[src/hdl/rsls_pkg.sv]
`default_nettype none
package rsls_pkg;

  localparam int CHANNELS   = 4;
  localparam int OUT_FIELDS = 4;
  localparam int CH_W       = $clog2(CHANNELS);
  localparam int CNT_W      = $clog2(CHANNELS + 1);

  localparam logic [31:0] RNG_RESET   = 32'd341259264;
  localparam logic [11:0] DELAY_RESET = 12'd800;
  localparam logic [11:0] DELAY_MAX   = 12'd4095;
  localparam logic [10:0] DMIN_RESET  = 11'd1050;
  localparam logic [11:0] DSPAN_RESET = 12'd1800;
  localparam logic [5:0]  STEPS_FULL  = 6'd32;

  // ceil(2^40 / 65025). For any cube up to 255^3, bits 47:40 of the cube times
  // this constant equal the cube divided by 65025, rounded down.
  localparam logic [24:0] CUBE_RECIP  = 25'd16909061;

  // Configuration register indexes.
  localparam logic [7:0] REG_MIN_LEVEL   = 8'd0;
  localparam logic [7:0] REG_RAND_OFFSET = 8'd1;
  localparam logic [7:0] REG_DELAY_MIN   = 8'd2;
  localparam logic [7:0] REG_DELAY_SPAN  = 8'd3;

  typedef struct packed {
    logic        start;
    logic [31:0] num;
    logic [15:0] divisor;
    logic [5:0]  steps;
  } div_req_t;

  typedef struct packed {
    logic        done;
    logic [15:0] rem;
  } div_rsp_t;

  function automatic logic [31:0] xorshift32(input logic [31:0] w);
    logic [31:0] a;
    logic [31:0] b;
    a = w ^ (w << 13);
    b = a ^ (a >> 17);
    return b ^ (b << 5);
  endfunction

endpackage
`default_nettype wire

[src/hdl/rsls_in_if.sv]
`default_nettype none
interface rsls_in_if;
  logic        valid;
  logic        ready;
  logic [31:0] now_ms;
  modport source (output valid, output now_ms, input ready);
  modport sink (input valid, input now_ms, output ready);
endinterface
`default_nettype wire

[src/hdl/rsls_out_if.sv]
`default_nettype none
interface rsls_out_if;
  logic       valid;
  logic       ready;
  logic [7:0] level_0;
  logic [7:0] level_1;
  logic [7:0] level_2;
  logic [7:0] level_3;
  modport source (output valid, output level_0, output level_1, output level_2,
                  output level_3, input ready);
  modport sink (input valid, input level_0, input level_1, input level_2,
                input level_3, output ready);
endinterface
`default_nettype wire

[src/hdl/rsls_cfg_if.sv]
`default_nettype none
interface rsls_cfg_if;
  logic        valid;
  logic        ready;
  logic [7:0]  idx;
  logic [31:0] data;
  modport source (output valid, output idx, output data, input ready);
  modport sink (input valid, input idx, input data, output ready);
endinterface
`default_nettype wire

[src/hdl/rsls_div.sv]
`default_nettype none
// Restoring divider, one numerator bit per cycle; only the remainder is kept.
module rsls_div import rsls_pkg::*; (
  input  wire logic     clk,
  input  wire logic     rst_n,
  input  wire div_req_t req,
  output div_rsp_t      rsp
);

  logic [15:0] rem_r;
  logic [31:0] num_r;
  logic [15:0] div_r;
  logic [5:0]  cnt_r;
  logic        done_r;
  logic [16:0] trial;
  logic        fits;

  assign trial = {rem_r, num_r[31]};
  assign fits  = trial >= {1'b0, div_r};

  always_ff @(posedge clk) begin
    if (!rst_n) begin
      cnt_r  <= '0;
      done_r <= 1'b0;
    end else begin
      done_r <= 1'b0;
      if (req.start) begin
        rem_r  <= '0;
        num_r  <= req.num;
        div_r  <= req.divisor;
        cnt_r  <= req.steps;
      end else if (cnt_r != '0) begin
        rem_r  <= fits ? 16'(trial - {1'b0, div_r}) : trial[15:0];
        num_r  <= {num_r[30:0], 1'b0};
        cnt_r  <= cnt_r - 6'd1;
        done_r <= (cnt_r == 6'd1);
      end
    end
  end

  assign rsp.done = done_r;
  assign rsp.rem  = rem_r;

endmodule
`default_nettype wire

[src/hdl/random_sparkle_led_sequencer_unit.sv]
// Random sparkle LED sequencer. Each input beat is one update tick carrying the
// current time in ms; each tick returns exactly one output beat with the
// brightness of the four channels. The armed channel is lit once more than its
// start delay has passed since the last start; a xorshift32 generator then arms
// a random dark channel with a delay of delay_min + rand mod delay_span. Every
// lit channel shows phase^3/65025 and sweeps its phase up to 255 and back down
// to min_level. The two random remainders run through one shared restoring
// divider; the cube comes from a small 16x8 multiplier used twice, and the
// divide by 65025 is a multiply by its reciprocal. One tick is handled at a
// time. A start that leaves a channel dark adds one generator step and two
// 32-step divisions at one numerator bit per cycle, the second skipped when
// delay_span is 0. Each lit channel then passes through two multiply steps and
// a scale step. The result is loaded once the previous one has left the output
// register; the sequencer then returns to idle, where a pending configuration
// write goes before the next tick. Writing min_level also sets every phase to
// the new level and keeps the block busy while it recomputes every brightness.
`default_nettype none
module random_sparkle_led_sequencer_unit import rsls_pkg::*; (
  input wire logic   clk,
  input wire logic   rst_n,
  rsls_in_if.sink    in_ch,
  rsls_out_if.source out_ch,
  rsls_cfg_if.sink   cfg_ch
);

  localparam logic [3:0] S_IDLE   = 4'd0;
  localparam logic [3:0] S_CHECK  = 4'd1;
  localparam logic [3:0] S_RNG1   = 4'd2;
  localparam logic [3:0] S_PICK   = 4'd3;
  localparam logic [3:0] S_SPAN   = 4'd4;
  localparam logic [3:0] S_CH     = 4'd5;
  localparam logic [3:0] S_MUL1   = 4'd6;
  localparam logic [3:0] S_MUL2   = 4'd7;
  localparam logic [3:0] S_SCALE  = 4'd8;
  localparam logic [3:0] S_OUT    = 4'd9;

  // Configuration.
  logic [7:0]  min_r;
  logic [31:0] offset_r;
  logic [10:0] dmin_r;
  logic [11:0] dspan_r;

  // Channel and sequencing state.
  logic [3:0]      state_r;
  logic [31:0]     now_r;
  logic [31:0]     rng_r;
  logic [7:0]      phase_r [CHANNELS];
  logic [CHANNELS-1:0] rising_r;
  logic [CHANNELS-1:0] lit_r;
  logic [11:0]     delay_r [CHANNELS];
  logic [7:0]      bright_r [CHANNELS];
  logic [CH_W-1:0] armed_r;
  logic            lock_r;
  logic [31:0]     last_r;
  logic [CNT_W-1:0] count_r;
  logic [CH_W-1:0] ch_r;
  logic [7:0]      x_r;
  logic [23:0]     prod_r;
  logic            cfg_mode_r;
  logic [7:0]      lvl_r [OUT_FIELDS];
  logic            out_valid_r;

  div_req_t div_req;
  div_rsp_t div_rsp;

  rsls_div u_div (
    .clk (clk),
    .rst_n (rst_n),
    .req (div_req),
    .rsp (div_rsp)
  );

  // The generator word after one and after two steps is taken from rng_r;
  // S_PICK takes the second once rng_r holds the first, so one function suffices.
  logic [31:0] rng_next;
  assign rng_next = xorshift32(rng_r);

  // Start test on the armed channel; the elapsed time wraps modulo 2^32.
  logic [31:0] elapsed;
  logic        start_now;
  logic [CHANNELS-1:0] lit_start;
  logic [CNT_W-1:0]    dark_cnt;
  assign elapsed   = now_r - last_r;
  assign start_now = !lit_r[armed_r] && (elapsed > {20'd0, delay_r[armed_r]});

  always_comb begin
    lit_start = lit_r;
    lit_start[armed_r] = 1'b1;
    dark_cnt = '0;
    for (int k = 0; k < CHANNELS; k++) begin
      if (!lit_start[k]) dark_cnt = dark_cnt + CNT_W'(1);
    end
  end

  // Pick the n-th dark channel, n being the remainder of the first division.
  logic [CH_W-1:0]  pick_ch;
  logic [CNT_W-1:0] seen;
  always_comb begin
    pick_ch = '0;
    seen    = '0;
    for (int k = 0; k < CHANNELS; k++) begin
      if (!lit_r[k]) begin
        if (seen == div_rsp.rem[CNT_W-1:0]) pick_ch = CH_W'(k);
        seen = seen + CNT_W'(1);
      end
    end
  end

  // Phase step of the channel under the sequencer. The top check comes first,
  // so with min_level at 255 the bottom check wins and the phase wraps up.
  logic [7:0] cur_phase;
  logic       dir;
  logic [7:0] new_phase;
  assign cur_phase = phase_r[ch_r];
  always_comb begin
    dir = rising_r[ch_r];
    if (cur_phase == 8'd255) dir = 1'b0;
    if (cur_phase == min_r) dir = 1'b1;
    new_phase = dir ? cur_phase + 8'd1 : cur_phase - 8'd1;
  end

  // Start delay from the second division, saturated to twelve bits.
  logic [12:0] dsum;
  logic [11:0] dsat;
  assign dsum = {2'b00, dmin_r} + {1'b0, div_rsp.rem[11:0]};
  assign dsat = dsum[12] ? DELAY_MAX : dsum[11:0];

  // The small multiplier serves both cubing steps.
  logic [15:0] mul_a;
  logic [23:0] mul_p;
  assign mul_a = (state_r == S_MUL1) ? {8'd0, x_r} : prod_r[15:0];
  assign mul_p = mul_a * x_r;

  // The cube is at most 255^3, so the scaled value's bits 47:40 hold the
  // quotient by 65025 and it never exceeds 255.
  logic [48:0] scaled;
  logic [7:0]  cube_q;
  assign scaled = prod_r * CUBE_RECIP;
  assign cube_q = scaled[47:40];

  logic last_ch;
  assign last_ch = (ch_r == CH_W'(CHANNELS - 1));

  always_comb begin
    div_req = '0;
    unique case (state_r)
      S_RNG1: begin
        div_req.start   = 1'b1;
        div_req.num     = rng_next + offset_r;
        div_req.divisor = 16'(count_r);
        div_req.steps   = STEPS_FULL;
      end
      S_PICK: begin
        div_req.start   = div_rsp.done && (dspan_r != '0);
        div_req.num     = rng_next + offset_r;
        div_req.divisor = {4'd0, dspan_r};
        div_req.steps   = STEPS_FULL;
      end
      default: div_req = '0;
    endcase
  end

  logic in_acc;
  logic cfg_acc;
  assign in_ch.ready  = (state_r == S_IDLE) && !cfg_ch.valid;
  assign cfg_ch.ready = (state_r == S_IDLE);
  assign in_acc  = in_ch.valid && in_ch.ready;
  assign cfg_acc = cfg_ch.valid && cfg_ch.ready;

  always_ff @(posedge clk) begin
    if (!rst_n) begin
      state_r     <= S_IDLE;
      min_r       <= '0;
      offset_r    <= '0;
      dmin_r      <= DMIN_RESET;
      dspan_r     <= DSPAN_RESET;
      rng_r       <= RNG_RESET;
      rising_r    <= '1;
      lit_r       <= '0;
      armed_r     <= '0;
      lock_r      <= 1'b0;
      last_r      <= '0;
      ch_r        <= '0;
      cfg_mode_r  <= 1'b0;
      for (int k = 0; k < CHANNELS; k++) begin
        phase_r[k]  <= '0;
        delay_r[k]  <= DELAY_RESET;
        bright_r[k] <= '0;
      end
    end else begin
      unique case (state_r)
        S_IDLE: begin
          if (cfg_acc) begin
            unique case (cfg_ch.idx)
              REG_MIN_LEVEL: begin
                // Every phase takes the new level and every brightness its cubic.
                min_r <= cfg_ch.data[7:0];
                x_r   <= cfg_ch.data[7:0];
                for (int k = 0; k < CHANNELS; k++) phase_r[k] <= cfg_ch.data[7:0];
                cfg_mode_r <= 1'b1;
                state_r    <= S_MUL1;
              end
              REG_RAND_OFFSET: offset_r <= cfg_ch.data;
              REG_DELAY_MIN:   dmin_r   <= cfg_ch.data[10:0];
              REG_DELAY_SPAN:  dspan_r  <= cfg_ch.data[11:0];
              default: ;
            endcase
          end else if (in_acc) begin
            now_r   <= in_ch.now_ms;
            state_r <= S_CHECK;
          end
        end
        S_CHECK: begin
          ch_r <= '0;
          if (start_now) begin
            lit_r   <= lit_start;
            last_r  <= now_r;
            count_r <= dark_cnt;
            if (dark_cnt != '0) begin
              state_r <= S_RNG1;
            end else begin
              lock_r  <= 1'b1;
              state_r <= S_CH;
            end
          end else begin
            state_r <= S_CH;
          end
        end
        S_RNG1: begin
          rng_r   <= rng_next;
          state_r <= S_PICK;
        end
        S_PICK: begin
          if (div_rsp.done) begin
            armed_r <= pick_ch;
            rng_r   <= rng_next;
            if (dspan_r != '0) begin
              state_r <= S_SPAN;
            end else begin
              delay_r[pick_ch] <= {1'b0, dmin_r};
              state_r <= S_CH;
            end
          end
        end
        S_SPAN: begin
          if (div_rsp.done) begin
            delay_r[armed_r] <= dsat;
            state_r <= S_CH;
          end
        end
        S_CH: begin
          if (lit_r[ch_r]) begin
            x_r            <= cur_phase;
            rising_r[ch_r] <= dir;
            phase_r[ch_r]  <= new_phase;
            if (new_phase == min_r) begin
              lit_r[ch_r] <= 1'b0;
              if (lock_r) begin
                armed_r <= ch_r;
                lock_r  <= 1'b0;
              end
            end
            state_r <= S_MUL1;
          end else if (last_ch) begin
            state_r <= S_OUT;
          end else begin
            ch_r <= ch_r + CH_W'(1);
          end
        end
        S_MUL1: begin
          prod_r  <= mul_p;
          state_r <= S_MUL2;
        end
        S_MUL2: begin
          prod_r  <= mul_p;
          state_r <= S_SCALE;
        end
        S_SCALE: begin
          if (cfg_mode_r) begin
            for (int k = 0; k < CHANNELS; k++) bright_r[k] <= cube_q;
            cfg_mode_r <= 1'b0;
            state_r    <= S_IDLE;
          end else begin
            bright_r[ch_r] <= cube_q;
            if (last_ch) begin
              state_r <= S_OUT;
            end else begin
              ch_r    <= ch_r + CH_W'(1);
              state_r <= S_CH;
            end
          end
        end
        S_OUT: begin
          if (!out_valid_r || out_ch.ready) begin
            for (int k = 0; k < OUT_FIELDS; k++) begin
              lvl_r[k] <= (k < CHANNELS) ? bright_r[k] : 8'd0;
            end
            state_r <= S_IDLE;
          end
        end
        default: state_r <= S_IDLE;
      endcase
    end
  end

  // The output register fills when the sequencer hands over a result and
  // empties when the receiver takes the beat.
  always_ff @(posedge clk) begin
    if (!rst_n) begin
      out_valid_r <= 1'b0;
    end else if ((state_r == S_OUT) && (!out_valid_r || out_ch.ready)) begin
      out_valid_r <= 1'b1;
    end else if (out_ch.ready) begin
      out_valid_r <= 1'b0;
    end
  end

  assign out_ch.valid   = out_valid_r;
  assign out_ch.level_0 = lvl_r[0];
  assign out_ch.level_1 = lvl_r[1];
  assign out_ch.level_2 = lvl_r[2];
  assign out_ch.level_3 = lvl_r[3];

endmodule
`default_nettype wire

[src/flat_wrapper.sv]
// flat-port wrapper written by rule: the top's interface ports become plain ports
module random_sparkle_led_sequencer_unit_flat import rsls_pkg::*;
  (clk, rst_n, in_ch_valid, in_ch_now_ms, in_ch_ready, out_ch_valid, out_ch_level_0, out_ch_level_1, out_ch_level_2, out_ch_level_3, out_ch_ready, cfg_ch_valid, cfg_ch_idx, cfg_ch_data, cfg_ch_ready);
  rsls_in_if in_ch_i ();
  rsls_out_if out_ch_i ();
  rsls_cfg_if cfg_ch_i ();
  input wire logic clk;
  input wire logic rst_n;
  input wire logic [$bits(in_ch_i.valid)-1:0] in_ch_valid;
  input wire logic [$bits(in_ch_i.now_ms)-1:0] in_ch_now_ms;
  output wire logic [$bits(in_ch_i.ready)-1:0] in_ch_ready;
  output wire logic [$bits(out_ch_i.valid)-1:0] out_ch_valid;
  output wire logic [$bits(out_ch_i.level_0)-1:0] out_ch_level_0;
  output wire logic [$bits(out_ch_i.level_1)-1:0] out_ch_level_1;
  output wire logic [$bits(out_ch_i.level_2)-1:0] out_ch_level_2;
  output wire logic [$bits(out_ch_i.level_3)-1:0] out_ch_level_3;
  input wire logic [$bits(out_ch_i.ready)-1:0] out_ch_ready;
  input wire logic [$bits(cfg_ch_i.valid)-1:0] cfg_ch_valid;
  input wire logic [$bits(cfg_ch_i.idx)-1:0] cfg_ch_idx;
  input wire logic [$bits(cfg_ch_i.data)-1:0] cfg_ch_data;
  output wire logic [$bits(cfg_ch_i.ready)-1:0] cfg_ch_ready;
  assign in_ch_i.valid = in_ch_valid;
  assign in_ch_i.now_ms = in_ch_now_ms;
  assign in_ch_ready = in_ch_i.ready;
  assign out_ch_valid = out_ch_i.valid;
  assign out_ch_level_0 = out_ch_i.level_0;
  assign out_ch_level_1 = out_ch_i.level_1;
  assign out_ch_level_2 = out_ch_i.level_2;
  assign out_ch_level_3 = out_ch_i.level_3;
  assign out_ch_i.ready = out_ch_ready;
  assign cfg_ch_i.valid = cfg_ch_valid;
  assign cfg_ch_i.idx = cfg_ch_idx;
  assign cfg_ch_i.data = cfg_ch_data;
  assign cfg_ch_ready = cfg_ch_i.ready;
  random_sparkle_led_sequencer_unit u_core (.clk(clk), .rst_n(rst_n), .in_ch(in_ch_i), .out_ch(out_ch_i), .cfg_ch(cfg_ch_i));
endmodule
[config.mk]
export PLATFORM = sky130hd
export DESIGN_NAME = random_sparkle_led_sequencer_unit_flat
export DESIGN_NICKNAME = d
export VERILOG_FILES = /design/src/hdl/rsls_pkg.sv /design/src/hdl/rsls_in_if.sv /design/src/hdl/rsls_out_if.sv /design/src/hdl/rsls_cfg_if.sv /design/src/hdl/rsls_div.sv /design/src/hdl/random_sparkle_led_sequencer_unit.sv /design/src/flat_wrapper.sv
export SDC_FILE = /design/constraint.sdc
export NUM_CORES = 2
export LEC_CHECK = 0
export BUFFER_PORTS_ARGS = -buffer_cell sky130_fd_sc_hd__buf_2
export CAP_MARGIN = 5
export CORE_ASPECT_RATIO = 1.2
export CORE_UTILIZATION = 35
export CTS_CLUSTER_DIAMETER = 80
export DETAILED_ROUTE_END_ITERATION = 10
export HOLD_SLACK_MARGIN = 0.06
export SLEW_MARGIN = 5
export SYNTH_ARGS = -nofsm -noshare
export SYNTH_HDL_FRONTEND = slang
export SYNTH_HIERARCHICAL = 1
export SYNTH_SLANG_ARGS = --single-unit
[constraint.sdc]
create_clock -name clk -period 8.35 [get_ports clk]
set_clock_uncertainty 0.2 [all_clocks]
set_input_delay 0.835 -clock clk [delete_from_list [all_inputs] [get_ports clk]]
set_output_delay 0.835 -clock clk [all_outputs]
set_load 0.02 [all_outputs]
==> run_results.csv <==
group,metric,value,unit
pwr,switchingPower,4.160,mW
critical_path,crit_fanout,44,
synthesis,ys_seq_area_share,35.47,%
floorplanning,start_util,35.38,%
critical_path,critical_path_class,"register to register",
synthesis,synthFlopType,"edfxtp_1",
synthesis,synthTopCellsByCount,"ha_1 (375), nand2_1 (375), inv_1 (372)",
status,outcome,"complete, no violations",
grt,grt_usage,16.60,%
place,hpwl,57830,um
cts,cts_root_buffer,"clkbuf_16",
hold_path,min-delay-start,"in_ch_now_ms[7]",
place,gp_congestion,0.8737,
routing,first_iter_violations,1095,
critical_path,required,8.49,ns
floorplanning,die_h,334.0,um
floorplanning,coreArea,0.09084,sq mm
timing,min_period,7.239,ns
cells_and_area,fin_cells,4576,
floorplanning,ios,112,
pwr,power_density,290.7,mW/mm^2
floorplanning,rows,121,
critical_path,start_kind,"register",
timing,max_freq,138.1,MHz
pwr,p_leak,15.42,nW
critical_path,reg2reg_from,"u_core/state_r[2]",
routing,wl,76710,um
grt,grt.overflow.total,0,
grt,antenna_found_initial,3,
hold_path,worstHoldPathType,"input pin to register",
synthesis,synth_edf_count,275,
routing,wl_per_cell,16.76,um
cts,cts_resized,0,
cts,clkTransAtPathRegs,0.06,ns
timing,finalCritPeriodShare,86.70,%
grt,grt_max_degree,78,
cells_and_area,area_growth,11.20,%
pwr,p_comb_share,49.6,%
routing,dr_total_vias,23280,
critical_path,reg2reg_to,"u_core/prod_r[22]",
critical_path,worstSetupEndpointType,"register",
cts,cts_tree,"built",
synthesis,synth-async-reset-ratio,0,%
cts,holdBufCountCts,0,
timing,relSlewSlack,17.44,%
critical_path,r2r_slack,1.11,ns
timing,worst_slew_pin_slew,1.225,ns
cells_and_area,drive_above_1_share,9.539,%
pwr,switching_share,40.04,%
critical_path,critPathLaunch,"u_core/state_r[2]",
synthesis,ys_warn_count,6,
run,maxCapViolCount,0,
synthesis,avgSynthCellArea,9.835,sq um
floorplanning,die_area,0.09305,sq mm
routing,firstDrtPassIters,5,
cts,numCtsBuffers,53,
timing,setup_viol,0,
timing,fin_tns_setup,0,ns
pwr,clkPwrFrac,22.1,%
critical_path,arrival,7.38,ns
grt,grt_pass1_vias,23690,
timing,rsz0062_at_grt,"no",
grt,grt_pass1_wl,124500,um
cts,post_cts_buffers,0,
routing,drc_errors,0,
pwr,p_seq_share,28.3,%
cts,clk_latency,0.62,ns
routing,drtAntennaViolNets,0,
synthesis,syn_area,0.03214,sq mm
synthesis,yosys.area.top_type_share,25.69,%
pwr,p_int,6.231,mW
critical_path,reg2reg_depth,24,
place,dp_cells,4476,
timing,hold_viol,0,
synthesis,yosys-top-cells-area,"edfxtp_1 (26%), ha_1 (15%), dfxtp_1 (9.8%), fa_1 (9.3%), nand2_1 (4.4%)",
synthesis,ys_seq_elements,432,
cells_and_area,nNetsFinal,3964,
pwr,ir_worst_vdd,190.3,uV
synthesis,synthDistinctLibCells,87,
hold_path,hold_path_end,"u_core/now_r[7]",
routing,via_per_inst,5.088,
cts,clock_path_buffers,3,
cts,ctsHtreeMaxLevel,2,
synthesis,syn_inst,3268,
cts,clock_sinks,432,
synthesis,synth_top_cell_by_area,"edfxtp_1",
hold_path,worstHoldPathCells,1,
timing,maxSlewViolCount,0,
floorplanning,die_w,278.6,um
place,port_buffers,111,
## metrics by stage
stage | hold WS, ns | worst slack (ns) | instance area [sq um] | total power, mW | util, %
floorplan | 0.2003 | 1.980 | 32170 | 6.972 | -
CTS | 0.1724 | 1.147 | 35730 | 10.50 | 39.34
global placement | 0.2018 | 1.343 | 33980 | 8.076 | 37.41
finish | 0.2155 | 1.111 | 35740 | 10.39 | 39.35
detailed placement | 0.2045 | 1.227 | 33980 | 8.117 | 37.41
global route | 0.1754 | 0.6508 | 35740 | 11.29 | 39.35
## power groups by stage
stage	registers (mW)	clock network (mW)	logic, mW
2_1_floorplan	2.89	0	4.09
3_3_place_gp	2.98	0	5.10
3_5_place_dp	2.98	0	5.13
4_1_cts	2.94	2.37	5.19
5_1_grt	2.98	2.44	5.86
6_report	2.94	2.30	5.15
## worst max path at each step
stage                   endpoint  slack (ns)
3_3_place_gp   u_core/prod_r[22]        1.34
5_1_grt        u_core/prod_r[22]        0.65
4_1_cts        u_core/prod_r[22]        1.15
2_1_floorplan  u_core/prod_r[22]        1.98
3_5_place_dp   u_core/prod_r[22]        1.23
6_report       u_core/prod_r[22]        1.11
## per-layer routing
metal	vias to the layer above	track usage, %	wire, um	part of all wire [%]
met3	106	1.984	3224	4.2
met2	487	29.85	38440	50
li1	11510	-	-	-
met1	11180	20.76	33250	43
met5	-	0	13	0.017
met4	2	4.629	1785	2.3
## cells by family (layout without fill, tap and decap cells)
logic type,Yosys count,count (layout),share of synthesized area (%)
AOI/OAI and AO/OA,538,538,10.65
xor gates and xnor gates,181,181,5.002
adders and majority gates,524,524,23.88
buffers and inverters,478,609,5.699
DFF,432,432,35.47
muxes,123,123,4.886
other,1,10,0.01167
and+or+nand+nor,991,991,14.40
## registers in the layout, summed over array words and instances (netlist names), 24 cells and up, named ones only
register            flops
u_core/bright_r        32
u_core/phase_r         32
u_core/last_r          32
u_core/u_div/num_r     32
u_core/now_r           32
u_core/delay_r         48
u_core/offset_r        32
u_core/prod_r          24
u_core/lvl_r           32
u_core/rng_r           32
## cell type report
| class | count | area [sq um] |
|---|---|---|
| Antenna cell | 1 | 2.502 |
| Inverter | 373 | 1401 |
| Clock buffer | 75 | 1533 |
| Multi-Input combinational cell | 2366 | 18970 |
| Timing Repair Buffer | 137 | 753.2 |
| Fill cell | 8997 | 55100 |
| Sequential cell | 432 | 11400 |
| Clock inverter | 24 | 219.0 |
| Tap cell | 1168 | 1461 |
## cells in the final DEF (no fill, tap or decap), types with 14 or more instances in the layout
master,n
edfxtp_1,275
clkbuf_16,56
ha_1,375
o21a_1,16
inv_1,371
nand2b_1,33
nand2_1,375
a21o_1,47
buf_4,27
nand3_1,77
xnor2_1,116
nor2_1,218
nor3b_1,14
xor2_1,63
nor3_1,57
buf_2,110
a31oi_1,17
and3_1,48
or3_1,18
o21ai_0,116
a211oi_1,14
and2_1,19
o211ai_1,17
a21oi_1,188
mux4_2,23
nand4_1,16
nor2b_1,58
a21boi_0,14
mux2i_1,59
dfxtp_1,157
fa_1,149
mux2_2,41
## critical path, cell delays in order (launching register included)
cell and delay, ns:
dfxtp_1 0.46, inv_1 0.13, nor2_1 0.22, nand2_1 0.13, or2_2 0.62, mux2i_1 0.59, nor2b_1 0.12, ha_1 0.26
fa_1 0.49, ha_1 0.29, inv_1 0.05, fa_1 0.59, inv_1 0.06, ha_1 0.28, a21o_1 0.18, a21oi_1 0.23
o21ai_0 0.13, a21oi_1 0.24, o21ai_0 0.23, a41oi_1 0.37, a211oi_1 0.19, a2111o_1 0.44, a21o_1 0.19, a21oi_1 0.16
xnor2_1 0.07
Power figures use the tool's default switching activity.
